==> config.mk <==
export PLATFORM = sky130hd
export DESIGN_NAME = seven_bit_packet_deframer_link_watch
export DESIGN_NICKNAME = d
export VERILOG_FILES = /design/src/rtl/sbpd_pkg.sv /design/src/rtl/sbpd_gather.sv /design/src/rtl/seven_bit_packet_deframer_link_watch.sv
export SDC_FILE = /design/constraint.sdc
export NUM_CORES = 1
export LEC_CHECK = 0
export BUFFER_PORTS_ARGS = -buffer_cell sky130_fd_sc_hd__buf_2
export CORE_ASPECT_RATIO = 0.9
export CORE_MARGIN = 5
export CORE_UTILIZATION = 31
export DETAILED_ROUTE_END_ITERATION = 6
export PLACE_DENSITY = 0.57
export SETUP_SLACK_MARGIN = 0.1
export SLEW_MARGIN = 20
export SYNTH_ARGS = -nofsm -noshare
export SYNTH_HDL_FRONTEND = slang
export SYNTH_SLANG_ARGS = --single-unit
==> constraint.sdc <==
create_clock -name clk -period 9.3 [get_ports clk]
set_input_delay 1.395 -clock clk [delete_from_list [all_inputs] [get_ports clk]]
set_output_delay 1.395 -clock clk [all_outputs]
set_load 0.005 [all_outputs]
==> src/rtl/sbpd_pkg.sv <==
// shared types and constants for the seven-bit packet deframer with link watch
// no dependencies; imported by sbpd_gather and the top level
`default_nettype none

package sbpd_pkg;

  localparam int unsigned BYTE_W      = 8;
  localparam int unsigned SYM_W       = 7;
  localparam int unsigned WORD_W      = 2 * SYM_W;
  localparam int unsigned POS_W       = 8;
  localparam int unsigned PAYLOAD_LEN = 13;
  localparam int unsigned STORE_DEPTH = PAYLOAD_LEN - 1;
  localparam int unsigned INDEX_W     = 4;
  localparam int unsigned STORE_IDX_W = 4;
  localparam int unsigned SILENCE_W   = 16;
  localparam int unsigned CFG_DATA_W  = 16;
  localparam int unsigned CFG_IDX_W   = 1;

  localparam logic [INDEX_W-1:0] IDX_HUNT = INDEX_W'(0);
  localparam logic [INDEX_W-1:0] IDX_LAST = INDEX_W'(PAYLOAD_LEN);

  localparam logic [CFG_IDX_W-1:0] REG_START_MARKER  = 1'b0;
  localparam logic [CFG_IDX_W-1:0] REG_TIMEOUT_TICKS = 1'b1;

  localparam logic [BYTE_W-1:0]    START_MARKER_RESET = 8'd128;
  localparam logic [SILENCE_W-1:0] TIMEOUT_RESET      = 16'd1000;
  localparam logic [SILENCE_W-1:0] SILENCE_MAX        = 16'hFFFF;

  localparam logic ACT_BYTE = 1'b0;
  localparam logic ACT_TICK = 1'b1;

  typedef struct packed {
    logic              action;
    logic [BYTE_W-1:0] rx_byte;
  } sbpd_in_t;

  typedef struct packed {
    logic [WORD_W-1:0]      ball_angle;
    logic [WORD_W-1:0]      ball_strength;
    logic [WORD_W-1:0]      heading;
    logic                   ball_out;
    logic [SYM_W-1:0]       play_mode;
    logic                   on_field;
    logic signed [POS_W-1:0] pos_x;
    logic signed [POS_W-1:0] pos_y;
  } sbpd_fields_t;

  typedef struct packed {
    logic                    frame_done;
    logic                    connected;
    logic [WORD_W-1:0]       ball_angle;
    logic [WORD_W-1:0]       ball_strength;
    logic [WORD_W-1:0]       heading;
    logic                    ball_out;
    logic [SYM_W-1:0]        play_mode;
    logic                    on_field;
    logic signed [POS_W-1:0] pos_x;
    logic signed [POS_W-1:0] pos_y;
  } sbpd_out_t;

  // completed frame report from the gather stage
  typedef struct packed {
    logic         done;
    sbpd_fields_t fields;
  } sbpd_frame_t;

endpackage

`default_nettype wire

==> src/rtl/sbpd_gather.sv <==
// marker hunt, payload byte store and frame decode
// depends on sbpd_pkg
`default_nettype none

module sbpd_gather
  import sbpd_pkg::*;
(
  input  wire logic              clk,
  input  wire logic              rst,
  input  wire logic              step,
  input  wire sbpd_in_t          item,
  input  wire logic [BYTE_W-1:0] start_marker,
  output sbpd_frame_t            frame
);

  logic [INDEX_W-1:0]     byte_index;
  logic [INDEX_W-1:0]     byte_index_next;
  logic [SYM_W-1:0]       payload_store [STORE_DEPTH];
  logic [STORE_IDX_W-1:0] wr_idx;
  logic                   wr_en;
  logic                   is_byte;
  logic [SYM_W-1:0]       sym;

  assign is_byte = step && (item.action == ACT_BYTE);
  assign sym     = item.rx_byte[SYM_W-1:0];
  assign wr_idx  = STORE_IDX_W'(byte_index - INDEX_W'(1));
  assign wr_en   = is_byte && (byte_index != IDX_HUNT) && (byte_index != IDX_LAST);

  always_comb begin
    byte_index_next = byte_index;
    if (is_byte) begin
      if (byte_index == IDX_HUNT) begin
        if (item.rx_byte == start_marker) byte_index_next = INDEX_W'(1);
      end else if (byte_index == IDX_LAST) begin
        byte_index_next = IDX_HUNT;
      end else begin
        byte_index_next = byte_index + INDEX_W'(1);
      end
    end
  end

  always_ff @(posedge clk) begin
    if (rst) begin
      byte_index <= IDX_HUNT;
    end else begin
      byte_index <= byte_index_next;
    end
  end

  always_ff @(posedge clk) begin
    if (wr_en) payload_store[wr_idx] <= sym;
  end

  // the last payload byte comes straight from the input, the rest from the store
  always_comb begin
    frame.done                 = is_byte && (byte_index == IDX_LAST);
    frame.fields.ball_angle    = {payload_store[0], payload_store[1]};
    frame.fields.ball_strength = {payload_store[2], payload_store[3]};
    frame.fields.heading       = {payload_store[4], payload_store[5]};
    frame.fields.ball_out      = (payload_store[6] != '0);
    frame.fields.play_mode     = payload_store[7];
    frame.fields.on_field      = (payload_store[8] != '0);
    frame.fields.pos_x         = {payload_store[9][0], payload_store[10]};
    frame.fields.pos_y         = {payload_store[11][0], sym};
  end

endmodule

`default_nettype wire

==> src/rtl/seven_bit_packet_deframer_link_watch.sv <==
// top level: seven-bit packet deframer with link watch
// Channels: in_valid/in_stall/in_data carries one received byte (action 0) or one
// time tick (action 1) per transfer; out_valid/out_stall/out_data returns exactly one
// result per input transfer, in order. cfg_we/cfg_index/cfg_data write start_marker
// (index 0) and timeout_ticks (index 1) in the cycle cfg_we is high.
// While hunting, bytes are dropped until one equals start_marker; the next 13 bytes
// form a frame, low 7 bits each. The completing byte decodes the frame and clears the
// silence counter; ticks count silence up to saturation. Data read as zero while the
// link is down.
// The result register holds the result in the cycle after the input
// transfer. Throughput is one item per cycle, set by the single result register; a new
// item is taken whenever that register is empty or is being emptied.
// If the receiver stalls, the result holds and in_stall rises the same cycle, so no
// more input is taken until the result moves.
// Reset (rst, synchronous) restores both registers to 128 and 1000, starts hunting,
// sets the silence counter to 1000 (link down) and clears the decoded data.
// Depends on sbpd_pkg and sbpd_gather.
`default_nettype none

module seven_bit_packet_deframer_link_watch
  import sbpd_pkg::*;
(
  input  wire logic                  clk,
  input  wire logic                  rst,
  input  wire logic                  in_valid,
  output logic                       in_stall,
  input  wire sbpd_in_t              in_data,
  output logic                       out_valid,
  input  wire logic                  out_stall,
  output sbpd_out_t                  out_data,
  input  wire logic                  cfg_we,
  input  wire logic [CFG_IDX_W-1:0]  cfg_index,
  input  wire logic [CFG_DATA_W-1:0] cfg_data
);

  logic [BYTE_W-1:0]    start_marker;
  logic [SILENCE_W-1:0] timeout_ticks;
  logic [SILENCE_W-1:0] silence_count;
  logic [SILENCE_W-1:0] silence_count_next;
  sbpd_fields_t         decoded;
  sbpd_fields_t         decoded_next;
  sbpd_frame_t          frame;
  logic                 accept;
  logic                 conn;

  assign in_stall = out_valid && out_stall;
  assign accept   = in_valid && !in_stall;

  always_ff @(posedge clk) begin
    if (rst) begin
      start_marker  <= START_MARKER_RESET;
      timeout_ticks <= TIMEOUT_RESET;
    end else if (cfg_we) begin
      unique case (cfg_index)
        REG_START_MARKER:  start_marker  <= cfg_data[BYTE_W-1:0];
        REG_TIMEOUT_TICKS: timeout_ticks <= cfg_data[SILENCE_W-1:0];
        default:           ;
      endcase
    end
  end

  sbpd_gather u_gather (
    .clk          (clk),
    .rst          (rst),
    .step         (accept),
    .item         (in_data),
    .start_marker (start_marker),
    .frame        (frame)
  );

  always_comb begin
    silence_count_next = silence_count;
    if (in_data.action == ACT_TICK) begin
      if (silence_count != SILENCE_MAX) silence_count_next = silence_count + SILENCE_W'(1);
    end else if (frame.done) begin
      silence_count_next = '0;
    end
    conn = frame.done || (silence_count_next < timeout_ticks);
    // link loss clears the stored data itself
    if (!conn) begin
      decoded_next = '0;
    end else if (frame.done) begin
      decoded_next = frame.fields;
    end else begin
      decoded_next = decoded;
    end
  end

  always_ff @(posedge clk) begin
    if (rst) begin
      silence_count <= TIMEOUT_RESET;
      decoded       <= '0;
    end else if (accept) begin
      silence_count <= silence_count_next;
      decoded       <= decoded_next;
    end
  end

  always_ff @(posedge clk) begin
    if (rst) begin
      out_valid <= 1'b0;
    end else if (accept) begin
      out_valid <= 1'b1;
    end else if (!out_stall) begin
      out_valid <= 1'b0;
    end
  end

  always_ff @(posedge clk) begin
    if (accept) begin
      out_data.frame_done    <= frame.done;
      out_data.connected     <= conn;
      out_data.ball_angle    <= decoded_next.ball_angle;
      out_data.ball_strength <= decoded_next.ball_strength;
      out_data.heading       <= decoded_next.heading;
      out_data.ball_out      <= decoded_next.ball_out;
      out_data.play_mode     <= decoded_next.play_mode;
      out_data.on_field      <= decoded_next.on_field;
      out_data.pos_x         <= decoded_next.pos_x;
      out_data.pos_y         <= decoded_next.pos_y;
    end
  end

  a_done_connected: assert property (@(posedge clk) disable iff (rst)
    out_valid && out_data.frame_done |-> out_data.connected)
    else $error("completed frame reported without link");

  a_down_zero: assert property (@(posedge clk) disable iff (rst)
    out_valid && !out_data.connected |->
      (out_data.ball_angle == '0) && (out_data.ball_strength == '0) &&
      (out_data.heading == '0) && !out_data.ball_out && (out_data.play_mode == '0) &&
      !out_data.on_field && (out_data.pos_x == '0) && (out_data.pos_y == '0))
    else $error("data not cleared while link is down");

  a_frame_clears_silence: assert property (@(posedge clk) disable iff (rst)
    accept && frame.done |=> silence_count == '0)
    else $error("silence counter not cleared by frame");

  a_result_follows: assert property (@(posedge clk) disable iff (rst)
    accept |=> out_valid)
    else $error("input transfer without result");

endmodule

`default_nettype wire

After elaboration in Yosys (flattened, before gate mapping)
Memory sizes are Yosys's and may differ from the RTL's.
Cells that the tools add are included.
{"block": "word_totals", "register_bits": 181, "mem_bits_rw": 84, "inputBits": 31, "output_inout_bits": 71, "elab_cells": 63, "mem_count": 1}
{"memory": "u_gather.payload_store", "depth": 12, "width": 7, "read_ports": 12, "rd_ports_with_merged_regs": 0, "write_ports": 1, "line_no": "sbpd_gather.sv:18", "rtl": "logic [SYM_W-1:0] payload_store [STORE_DEPTH];"}
{"block": "classes", "n_addsub": 3, "magnitude_cmp": 1, "eq_ne": 6, "muxes": 12, "n_bitwise": 2, "reduce_logical": 15}
{"cell": "two-way mux 67 bit", "n": 2}
{"cell": "two-way mux 16 bit", "n": 3}
{"cell": "adder 16 x 1 -> 16 bit (second input constant)", "n": 1}
{"cell": "< comparator 16 bit", "n": 1}
{"cell": "!= test 16 bit (second input constant)", "n": 1}
{"cell": "nonzero test 7 bit", "n": 2}
{"cell": "two-way mux 4 bit", "n": 3}
{"cell": "equality test 8 bit", "n": 1}
{"cell": "logical AND 1 bit", "n": 6}
{"cell": "AND reduction 2 bit", "n": 3}
{"cell": "adder 4 x 1 -> 4 bit (second input constant)", "n": 1}
{"cell": "equality test 4 bit (second input constant)", "n": 1}
{"cell": "zero test 4 bit", "n": 1}
{"cell": "two-way mux 1 bit", "n": 4}
{"cell": "!= test 4 bit (second input constant)", "n": 1}
{"cell": "nonzero test 4 bit", "n": 1}
{"cell": "subtractor 4 x 1 -> 4 bit (second input constant)", "n": 1}
{"cell": "!= test 2 x 1 -> 1 bit (second input constant)", "n": 1}
{"cell": "!= test 2 bit (second input constant)", "n": 1}
{"cell": "NOT 1 bit", "n": 2}
{"cell": "zero test 1 bit", "n": 1}
{"cell": "logical OR 1 bit", "n": 1}

Depth between registers and ports, before layout
Gate-level depths: netlist of run 1.
{"block": "logic_depth", "depth_word": 10, "mapped_depth": 19}

Cells and area by module
Synthesis of run 1 repeated with hierarchy kept, for this count alone.
{"block": "hier_totals", "cells_unflattened": 782, "hier_area_um2": 9983.3}
{"module": "seven_bit_packet_deframer_link_watch", "instances": 1, "cells_each": 624, "area_per_inst_um2": 7218.2}
{"module": "sbpd_gather", "instances": 1, "cells_each": 158, "area_per_inst_um2": 2765.2}

Worst setup path before layout of run 1
Ideal clock, no wire load.
{"block": "synth_path", "path_type": "input port to flip-flop", "startpoint": "in out_stall", "endpoint": "reg decoded[45] (netlist bit)", "arrival_time_ns": 4.960, "required_time_ns": 9.240, "path_slack_ns": 4.280, "path_stages": 19, "n_path_buf": 4, "cell_sequence": "and2_1 -> nand2b_1 -> clkbuf_1 -> inv_2 -> nand3_1 -> clkbuf_1 -> clkinv_1 -> a31oi_1 -> nand2_1 -> o21ai_0 -> ha_1 -> a21oi_1 -> o21ai_0 -> a221oi_1 -> o21ai_0 -> a211oi_4 -> buf_6 -> buf_6 -> a22o_1"}
{"block": "synth_via", "elab_chain_cells": 10}
{"item": "start, declared", "line_no": "seven_bit_packet_deframer_link_watch.sv:29", "rtl": "input wire logic out_stall,"}
{"item": "logical AND 1 bit", "line_no": "seven_bit_packet_deframer_link_watch.sv:46", "rtl": "assign in_stall = out_valid && out_stall;"}
{"item": "zero test 1 bit", "line_no": "seven_bit_packet_deframer_link_watch.sv:47", "rtl": "assign accept = in_valid && !in_stall;"}
{"item": "logical AND 1 bit", "line_no": "seven_bit_packet_deframer_link_watch.sv:47"}
{"item": "logical AND 1 bit", "line_no": "sbpd_gather.sv:24", "rtl": "assign is_byte = step && (item.action == ACT_BYTE);"}
{"item": "logical AND 1 bit", "line_no": "sbpd_gather.sv:56", "rtl": "frame.done = is_byte && (byte_index == IDX_LAST);"}
{"item": "two-way mux 16 bit", "line_no": "seven_bit_packet_deframer_link_watch.sv:75", "rtl": "end else if (frame.done) begin"}
{"item": "two-way mux 16 bit", "line_no": "seven_bit_packet_deframer_link_watch.sv:73", "rtl": "if (in_data.action == ACT_TICK) begin"}
{"item": "net silence_count_next[11]", "line_no": "seven_bit_packet_deframer_link_watch.sv:39", "rtl": "logic [SILENCE_W-1:0] silence_count_next;"}
{"item": "< comparator 16 bit", "line_no": "seven_bit_packet_deframer_link_watch.sv:78", "rtl": "conn = frame.done || (silence_count_next < timeout_ticks);"}
{"item": "logical OR 1 bit", "line_no": "seven_bit_packet_deframer_link_watch.sv:78"}
{"item": "two-way mux 67 bit", "line_no": "seven_bit_packet_deframer_link_watch.sv:80", "rtl": "if (!conn) begin"}
{"item": "end signal, assigned", "line_no": "seven_bit_packet_deframer_link_watch.sv:95", "rtl": "decoded <= decoded_next;"}
{"item": "end, declared", "line_no": "seven_bit_packet_deframer_link_watch.sv:40", "rtl": "sbpd_fields_t decoded;"}
The timed path passes the listed nets, and every way through them passes these cells.
A chain may end at the register's enable or synchronous reset.

==> metrics.yaml, run 1 <==
outcome:
  status: "completed"
setup_path:
  rr_worst_depth: 13
  path_max_fanout: 61
  cp_cell_sequence: "buf_2 > and2_1 > nand2b_1 > buf_4 > clkinv_2 > nand3_4 > buf_4 > nand3_1 > o21ai_0 > ha_1 > and3_1 > o21ai_0 > a2111oi_0 > o311a_4 > nand2b_4 > o21ai_0"
  start_kind: "input port"
  cp-end-kind: "register"
  slowest_stage: "a2111oi_0"
  slowest_delay_ns: 0.65
  cp.required_ns: 9.53
  crit_type: "input port to register"
  crit_arrival_ns: 5.88
  cp_common_cell: "o21ai_0"
cells_and_area:
  final_layout_size_suffix_gt1_share_pct: 16.5
  final_nets: 1045
  seq_area_mm2: 0.00648
  fin_area_mm2: 0.0119
  antennaDiodeCount: 0
  utilization_pct: 37.1
  syn_to_final_growth_pct: 17.9
  final_cell_mix: "nand2_1, edfxtp_1, dfxtp_1"
  n_fill_cell: 3149
  fin_cells: 1430
  multi_input_area_mm2: 0.00330
  final_common_cell: "nand2_1"
placed_design:
  place_congestion: 0.810
  postPlaceCellArea_mm2: 0.0110
  portBuffers: 101
  dp_hpwl_um: 15100
  dp.cells: 1378
clock_tree:
  cts.hold.buffers_added: 0
  cts-root-buf: "clkbuf_16"
  numClockSinks: 253
  cts.htree.levels: 1
  cts_setup_buffers: 0
  cts_buffers: 28
  clk_latency_ns: 0.54
  cts_buffer_depth: 3
  cts_tree: "built"
  clk_pin_slew_ns: 0.06
  post_cts_resized: 0
drt:
  dr_total_vias: 7039
  routed_wl_um: 24300
  dr.pass1.iters: 4
  drtAntennaViolNets: 0
  wire_per_inst_um: 17.0
  routed_via_density: 4.92
  remaining_drc_errors: 0
  drt_iter0_drc: 434
power:
  cellLeakagePower_nw: 4.31
  ir_drop_mv: 0.133
  p_per_area_mw_per_mm2: 204
floorplan:
  dieWidth_um: 200
  dieHeight_um: 181
  rows: 62
  die_area_mm2: 0.0363
  start_util_pct: 31.5
  core_mm2: 0.0320
  ios: 102
global_routing:
  use_met3_pct: 2.22
  gr-max-usage-layer: "met2"
  grt_pass1_wl_um: 39400
  grt_pass1_vias: 6973
  grt_usage_pct: 13.2
  grt.met2_usage_pct: 20.9
  antenna_found_initial: 1
  met1_usage_pct: 18.8
  grt_max_degree: 77
  grt_overflow: 0
synth:
  synth.cell_area_mm2: 0.0101
  ys_ff_latch: 253
  ys_warn_count: 0
  synth_fp_nets: 959
  synth_seq_area_share_pct: 64.2
  synthFlopType: "edfxtp_1"
  avgSynthCellArea_um2: 11.1
  synth_area_leaders: "edfxtp_1, dfxtp_1, nand2_1"
  async_flop_share_pct: 0
  yosysUniqueCellTypes: 52
  netlist_instances: 906
  synth_edf_count: 141
  synth_largest_area_cell: "edfxtp_1"
  synth_top_area_share_pct: 42.0
flow_run:
  drv_cap: 0
timing:
  timing.final.crit_share_pct: 60.7
  setup_violations: 0
  finalHoldViolCount: 0
  fin_setup_tns_ns: 0
  finalClockSkew_ns: 0.0167
  tightestPinTransition_ns: 0.864
  grt_setup_unrepaired: "false"
  slew_viol_final: 0
  maxClockFrequency_mhz: 177
  maxSlewHeadroom_pct: 42.4
  fin_crit_ns: 5.65
hold_path:
  hold_class: "register to register"
  hold_depth: 2
Yosys cell counts (2+ instances only):
library cell,count
nand2_1,197
edfxtp_1,141
dfxtp_1,112
o21ai_0,84
a22o_1,58
clkbuf_1,44
nor2_1,36
a21oi_1,33
nand3_1,28
inv_1,23
ha_1,22
o211ai_1,9
xnor2_1,9
a22oi_1,8
o21a_1,8
nand4_1,7
a31oi_1,6
mux2i_1,6
nor3_1,6
or3_1,6
and3_1,5
buf_2,5
nand2b_1,4
a221oi_1,3
buf_6,3
or2_2,3
a21o_1,2
a311oi_1,2
and4_1,2
buf_1,2
clkbuf_2,2
nor2b_1,2
nor3b_1,2
nor4_1,2
o211a_1,2
o22ai_1,2
o311ai_0,2
o31ai_1,2
o41ai_1,2
or4_1,2
critical path: cells and delay by family:
| kind | cells | cell delay, ns |
|---|---|---|
| compound gates | 5 | 1.60 |
| simple gates | 6 | 1.56 |
| buf+inv | 4 | 1.09 |
| fa+ha+maj | 1 | 0.17 |
flip-flops by register name, summed over array words and instances, names as in the netlist:
signal and cells:
timeout_ticks 16, out_valid 1, silence_count 16, out_data 69, decoded 67, u_gather.payload_store 72
u_gather.byte_index 4, start_marker 8
per-stage QoR:
step | setup slack (ns) | total power [mW] | hold slack, ns
after floorplan | 4.28 | 1.32 | 0.436
after global placement | 2.81 | 1.38 | 0.444
after detailed placement | 2.64 | 1.38 | 0.449
after CTS | 3.22 | 2.45 | 0.457
after global routing | 3.26 | 2.52 | 0.472
final | 3.65 | 2.43 | 0.455
cell type report:
cell class	count	share of cell area, %
multi-input combinational	572	27.8
tap	416	4.38
clock inverter	9	0.747
sequential	253	54.5
timing repair buffer	112	4.95
inverter	25	0.800
clock buffer	43	6.87
cell families (layout without fill, tap and decap cells):
kind of cell             after synthesis  in the layout  synth area share [%]
buffers and inverters                 81            189                  3.32
flip-flops                           253            253                  64.2
multiplexers                           6              6                 0.595
adder cells (fa/ha/maj)               22             22                  2.73
XOR/XNOR                               9              9                 0.781
AO/OA/AOI/OAI                        228            228                  15.3
AND/OR/NAND/NOR                      307            307                  13.0
final timing paths:
check / startpoint / end / slack (ns)
setup reg to reg: u_gather.byte_index[0] / out_data[21] / 4.25
hold reg to reg: timeout_ticks[12] / timeout_ticks[12] / 0.45
hold / removal: timeout_ticks[12] / timeout_ticks[12] / 0.45
setup / recovery: out_stall / out_data[21] / 3.65
routing by layer:
| layer | vias to the layer above | part of all wire (%) |
|---|---|---|
| met4 | 0 | 2.2 |
| met1 | 3378 | 47 |
| met5 | - | 0 |
| met3 | 38 | 5.7 |
| li1 | 3435 | - |
| met2 | 188 | 45 |
where the power goes:
group | switching [mW] | internal [mW] | total, mW
clock | 0.438 | 0.632 | 1.07
sequential | 0.0113 | 1.20 | 1.21
combinational | 0.102 | 0.0407 | 0.143
total | 0.551 | 1.87 | 2.43
No activity file was read; power rests on OpenSTA's default activity.
==> run 2, diff against run 1 <==
--- a/config.mk
+++ b/config.mk
@@ -5,6 +5,7 @@
 export SDC_FILE = /design/constraint.sdc
 export NUM_CORES = 1
 export LEC_CHECK = 0
+export ABC_AREA = 1
 export BUFFER_PORTS_ARGS = -buffer_cell sky130_fd_sc_hd__buf_2
 export CORE_ASPECT_RATIO = 0.9
 export CORE_MARGIN = 5
==> constraint.sdc (replaced) <==
create_clock -name clk -period 5.45 [get_ports clk]
set_input_delay 0.8175 -clock clk [delete_from_list [all_inputs] [get_ports clk]]
set_output_delay 0.8175 -clock clk [all_outputs]
set_load 0.005 [all_outputs]
==> metrics.yaml, run 2 <==
outcome:
  status: "completed"  # unchanged
setup_path:
  crit_family: "simple AND/OR/NAND/NOR gates"  # was compound AO/OA/AOI/OAI gates
  start_kind: "register"  # was input port
  crit_type: "register to register"  # was input port to register
  cp-end-kind: "register"  # unchanged
  cp_num_buf_inv: 4  # unchanged
  cp_common_cell: "inv_1"  # was o21ai_0
  cp_cell_sequence: "inv_1 > ha_1 > nand3_2 > nor2_4 > buf_4 > nor2_1 > o21ai_0 > inv_1 > ha_1 > nand2_1 > nor2_1 > a211oi_1 > nand2_2 > nand2_4 > nand3_1 > nand3_1 > nand2_1 > inv_1"  # was buf_2 > and2_1 > nand2b_1 > buf_4 > clkinv_2 > nand3_4 > buf_4 > nand3_1 > o21ai_0 > ha_1 > and3_1 > o21ai_0 > a2111oi_0 > o311a_4 > nand2b_4 > o21ai_0
  path_max_fanout: 68  # was 61
  slowest_delay_ns: 0.71  # was 0.65 ns
  cp.required_ns: 5.95  # was 9.53 ns
  slowest_stage: "nand2_4"  # was a2111oi_0
  rr_worst_depth: 18  # was 13
  cp.depth: 18  # was 16
  crit_arrival_ns: 4.38  # was 5.88 ns
clock_tree:
  cts-root-buf: "clkbuf_16"  # unchanged
  cts.htree.levels: 1  # unchanged
  clk_pin_slew_ns: 0.06  # about the same
  post_cts_resized: 0  # unchanged
  cts_buffers: 28  # unchanged
  cts.hold.buffers_added: 0  # unchanged
  cts_setup_buffers: 0  # unchanged
  clk_latency_ns: 0.55  # was 0.54 ns
  cts_tree: "built"  # unchanged
  numClockSinks: 253  # unchanged
  cts_buffer_depth: 3  # unchanged
power:
  ir_drop_mv: 0.215  # was 0.133 mV
  cellLeakagePower_nw: 5.98  # was 4.31 nW
  p_per_area_mw_per_mm2: 344  # was 204 mW/mm^2
global_routing:
  grt_pass1_wl_um: 43200  # was 39400 um
  use_met3_pct: 3.16  # was 2.22%
  grt_max_degree: 112  # was 77
  grt_overflow: 0  # unchanged
  antenna_found_initial: 0  # was 1
  gr-max-usage-layer: "met2"  # unchanged
  met1_usage_pct: 17.2  # was 18.8%
  grt_usage_pct: 13.4  # was 13.2%
  grt.met2_usage_pct: 22.7  # was 20.9%
  grt_pass1_vias: 8126  # was 6973
timing:
  setup_violations: 0  # unchanged
  finalClockSkew_ns: 0.0123  # was 0.0167 ns
  slew_viol_final: 0  # unchanged
  tightestPinTransition_ns: 0.986  # was 0.864 ns
  fin_crit_ns: 3.88
  fin_setup_tns_ns: 0  # unchanged
  grt_setup_unrepaired: "false"  # unchanged
  finalHoldViolCount: 0  # unchanged
  maxClockFrequency_mhz: 258
  maxSlewHeadroom_pct: 34.3  # was 42.4%
  timing.final.crit_share_pct: 71.2
synth:
  avgSynthCellArea_um2: 8.81  # was 11.1 um^2
  ys_ff_latch: 253  # unchanged
  netlist_instances: 1273  # was 906
  synth-simple-area-share_pct: 22.1  # was 13.0%
  synth_top_area_share_pct: 37.7  # was 42.0%
  synth_edf_count: 141  # unchanged
  async_flop_share_pct: 0  # unchanged
  synth_largest_area_cell: "edfxtp_1"  # unchanged
  synth_fa_ha_area_share_pct: 2.45  # was 2.73%
  synth_seq_area_share_pct: 57.7  # was 64.2%
  ys_warn_count: 0  # unchanged
  synth.cell_area_mm2: 0.0112  # was 0.0101 mm^2
  synth_fp_nets: 1326  # was 959
  muxShareOfSynthArea_pct: 0  # was 0.595%
  synthTopCellsByCount: "nand2_1, inv_1, edfxtp_1"  # was nand2_1, edfxtp_1, dfxtp_1
  synth_area_leaders: "edfxtp_1, dfxtp_1, nand2_1"  # unchanged
  synthFlopType: "edfxtp_1"  # unchanged
  synth_top_family_by_area: "simple AND/OR/NAND/NOR gates"  # was compound AO/OA/AOI/OAI gates
  synth_compound_area_share_pct: 7.67  # was 15.3%
  synth_xor_area_share_pct: 0.781  # about the same
  yosysUniqueCellTypes: 36  # was 52
  synth.most_common_cell: "nand2_1"  # unchanged
cells_and_area:
  final_common_cell: "nand2_1"  # unchanged
  largest_register_ffs: 72  # unchanged
  utilization_pct: 36.2  # was 37.1%
  multi_input_area_mm2: 0.00372  # was 0.00330 mm^2
  largest_register: "u_gather.payload_store"  # unchanged
  final_layout_size_suffix_gt1_share_pct: 13.3  # was 16.5%
  syn_to_final_growth_pct: 15.9  # was 17.9%
  n_fill_cell: 3685  # was 3149
  final_nets: 1402  # was 1045
  antennaDiodeCount: 0  # unchanged
  top_regs: "u_gather.payload_store (72), out_data (69), decoded (67)"  # unchanged
  final_cell_mix: "nand2_1, inv_1, edfxtp_1"  # was nand2_1, edfxtp_1, dfxtp_1
  seq_area_mm2: 0.00648  # unchanged
placed_design:
  place_congestion: 0.776  # was 0.810
  dp_hpwl_um: 16400  # was 15100 um
  portBuffers: 101  # unchanged
flow_run:
  drv_cap: 0  # unchanged
floorplan:
  dieWidth_um: 211  # was 200 um
  rows: 66  # was 62
  start_util_pct: 31.2  # was 31.5%
  die_area_mm2: 0.0401  # was 0.0363 mm^2
  dieHeight_um: 190  # was 181 um
  ios: 102  # unchanged
  core_mm2: 0.0359  # was 0.0320 mm^2
drt:
  drtAntennaViolNets: 0  # unchanged
  dr.pass1.iters: 6  # was 4
  routed_via_density: 4.59  # was 4.92
  drt_iter0_drc: 423  # was 434
  dr_total_vias: 8470  # was 7039
  remaining_drc_errors: 0  # unchanged
  routed_wl_um: 26900  # was 24300 um
  wire_per_inst_um: 14.6  # was 17.0 um
hold_path:
  hold_depth: 2  # unchanged
  hold_class: "register to register"  # unchanged
run 2: cell count changes after synthesis, moves of 8 or more:
| cell | previous run | this run |
|---|---|---|
| nand3_2 | 0 | 21 |
| o21ai_0 | 84 | 43 |
| a22o_1 | 58 | 0 |
| nand2_1 | 197 | 268 |
| nor2_1 | 36 | 126 |
| a21oi_1 | 33 | 97 |
| clkbuf_1 | 44 | 52 |
| o21a_1 | 8 | 0 |
| a22oi_1 | 8 | 0 |
| nand3_1 | 28 | 129 |
| inv_1 | 23 | 198 |
run 2: metrics by stage:
stage	cell area, um^2	worst slack [ns]	cells	power, mW	hold slack [ns]
2_1_floorplan	11200	1.36	1273	2.53	0.435
3_3_place_gp	12100	1.22	1795	2.68	0.454
3_5_place_dp	12100	1.21	1795	2.70	0.460
4_1_cts	13000	1.54	1844	4.53	0.463
5_1_grt	13000	1.12	1844	4.69	0.475
6_report	13000	1.57	1844	4.47	0.462
run 2: path summary, 6_finish.rpt:
path                          start                to  slack [ns]
max          u_gather.byte_index[1]       decoded[55]        1.57
max reg2reg  u_gather.byte_index[1]       decoded[55]        1.57
min reg2reg        timeout_ticks[2]  timeout_ticks[2]        0.46
min                timeout_ticks[2]  timeout_ticks[2]        0.46
run 2: final cells by class:
type	instances	area share, %
inverters	200	5.78
clock buffers	36	5.78
flip-flops and latches	253	49.8
clock inverters	13	0.972
repair buffers	108	4.44
well taps	476	4.58
multi-input cells	758	28.6
run 2: tightest hold or removal path: cells and delay by family (launching register included):
| kind | cells | cell delay, ns |
|---|---|---|
| flops | 1 | 0.29 |
| buf+inv | 1 | 0.06 |
| compound gates | 1 | 0.06 |
run 2: metal layers:
layer	share of wire, %	vias to the layer above
li1	-	4272
met1	45	3984
met2	47	173
met3	5.9	41
met4	2.2	0
met5	0	-
run 2: cells by family after synthesis:
| kind of cell | count (synthesis) |
|---|---|
| DFF | 253 |
| AOI/OAI and AO/OA | 161 |
| buffers and inverters | 262 |
| and+or+nand+nor | 565 |
| adders and majority gates | 22 |
| xor gates and xnor gates | 10 |
run 2: report_power, final:
part,internal [mW],switching [mW]
logic,0.164,0.323
registers,2.12,0.0374
clock network,1.06,0.758
total,3.35,1.12
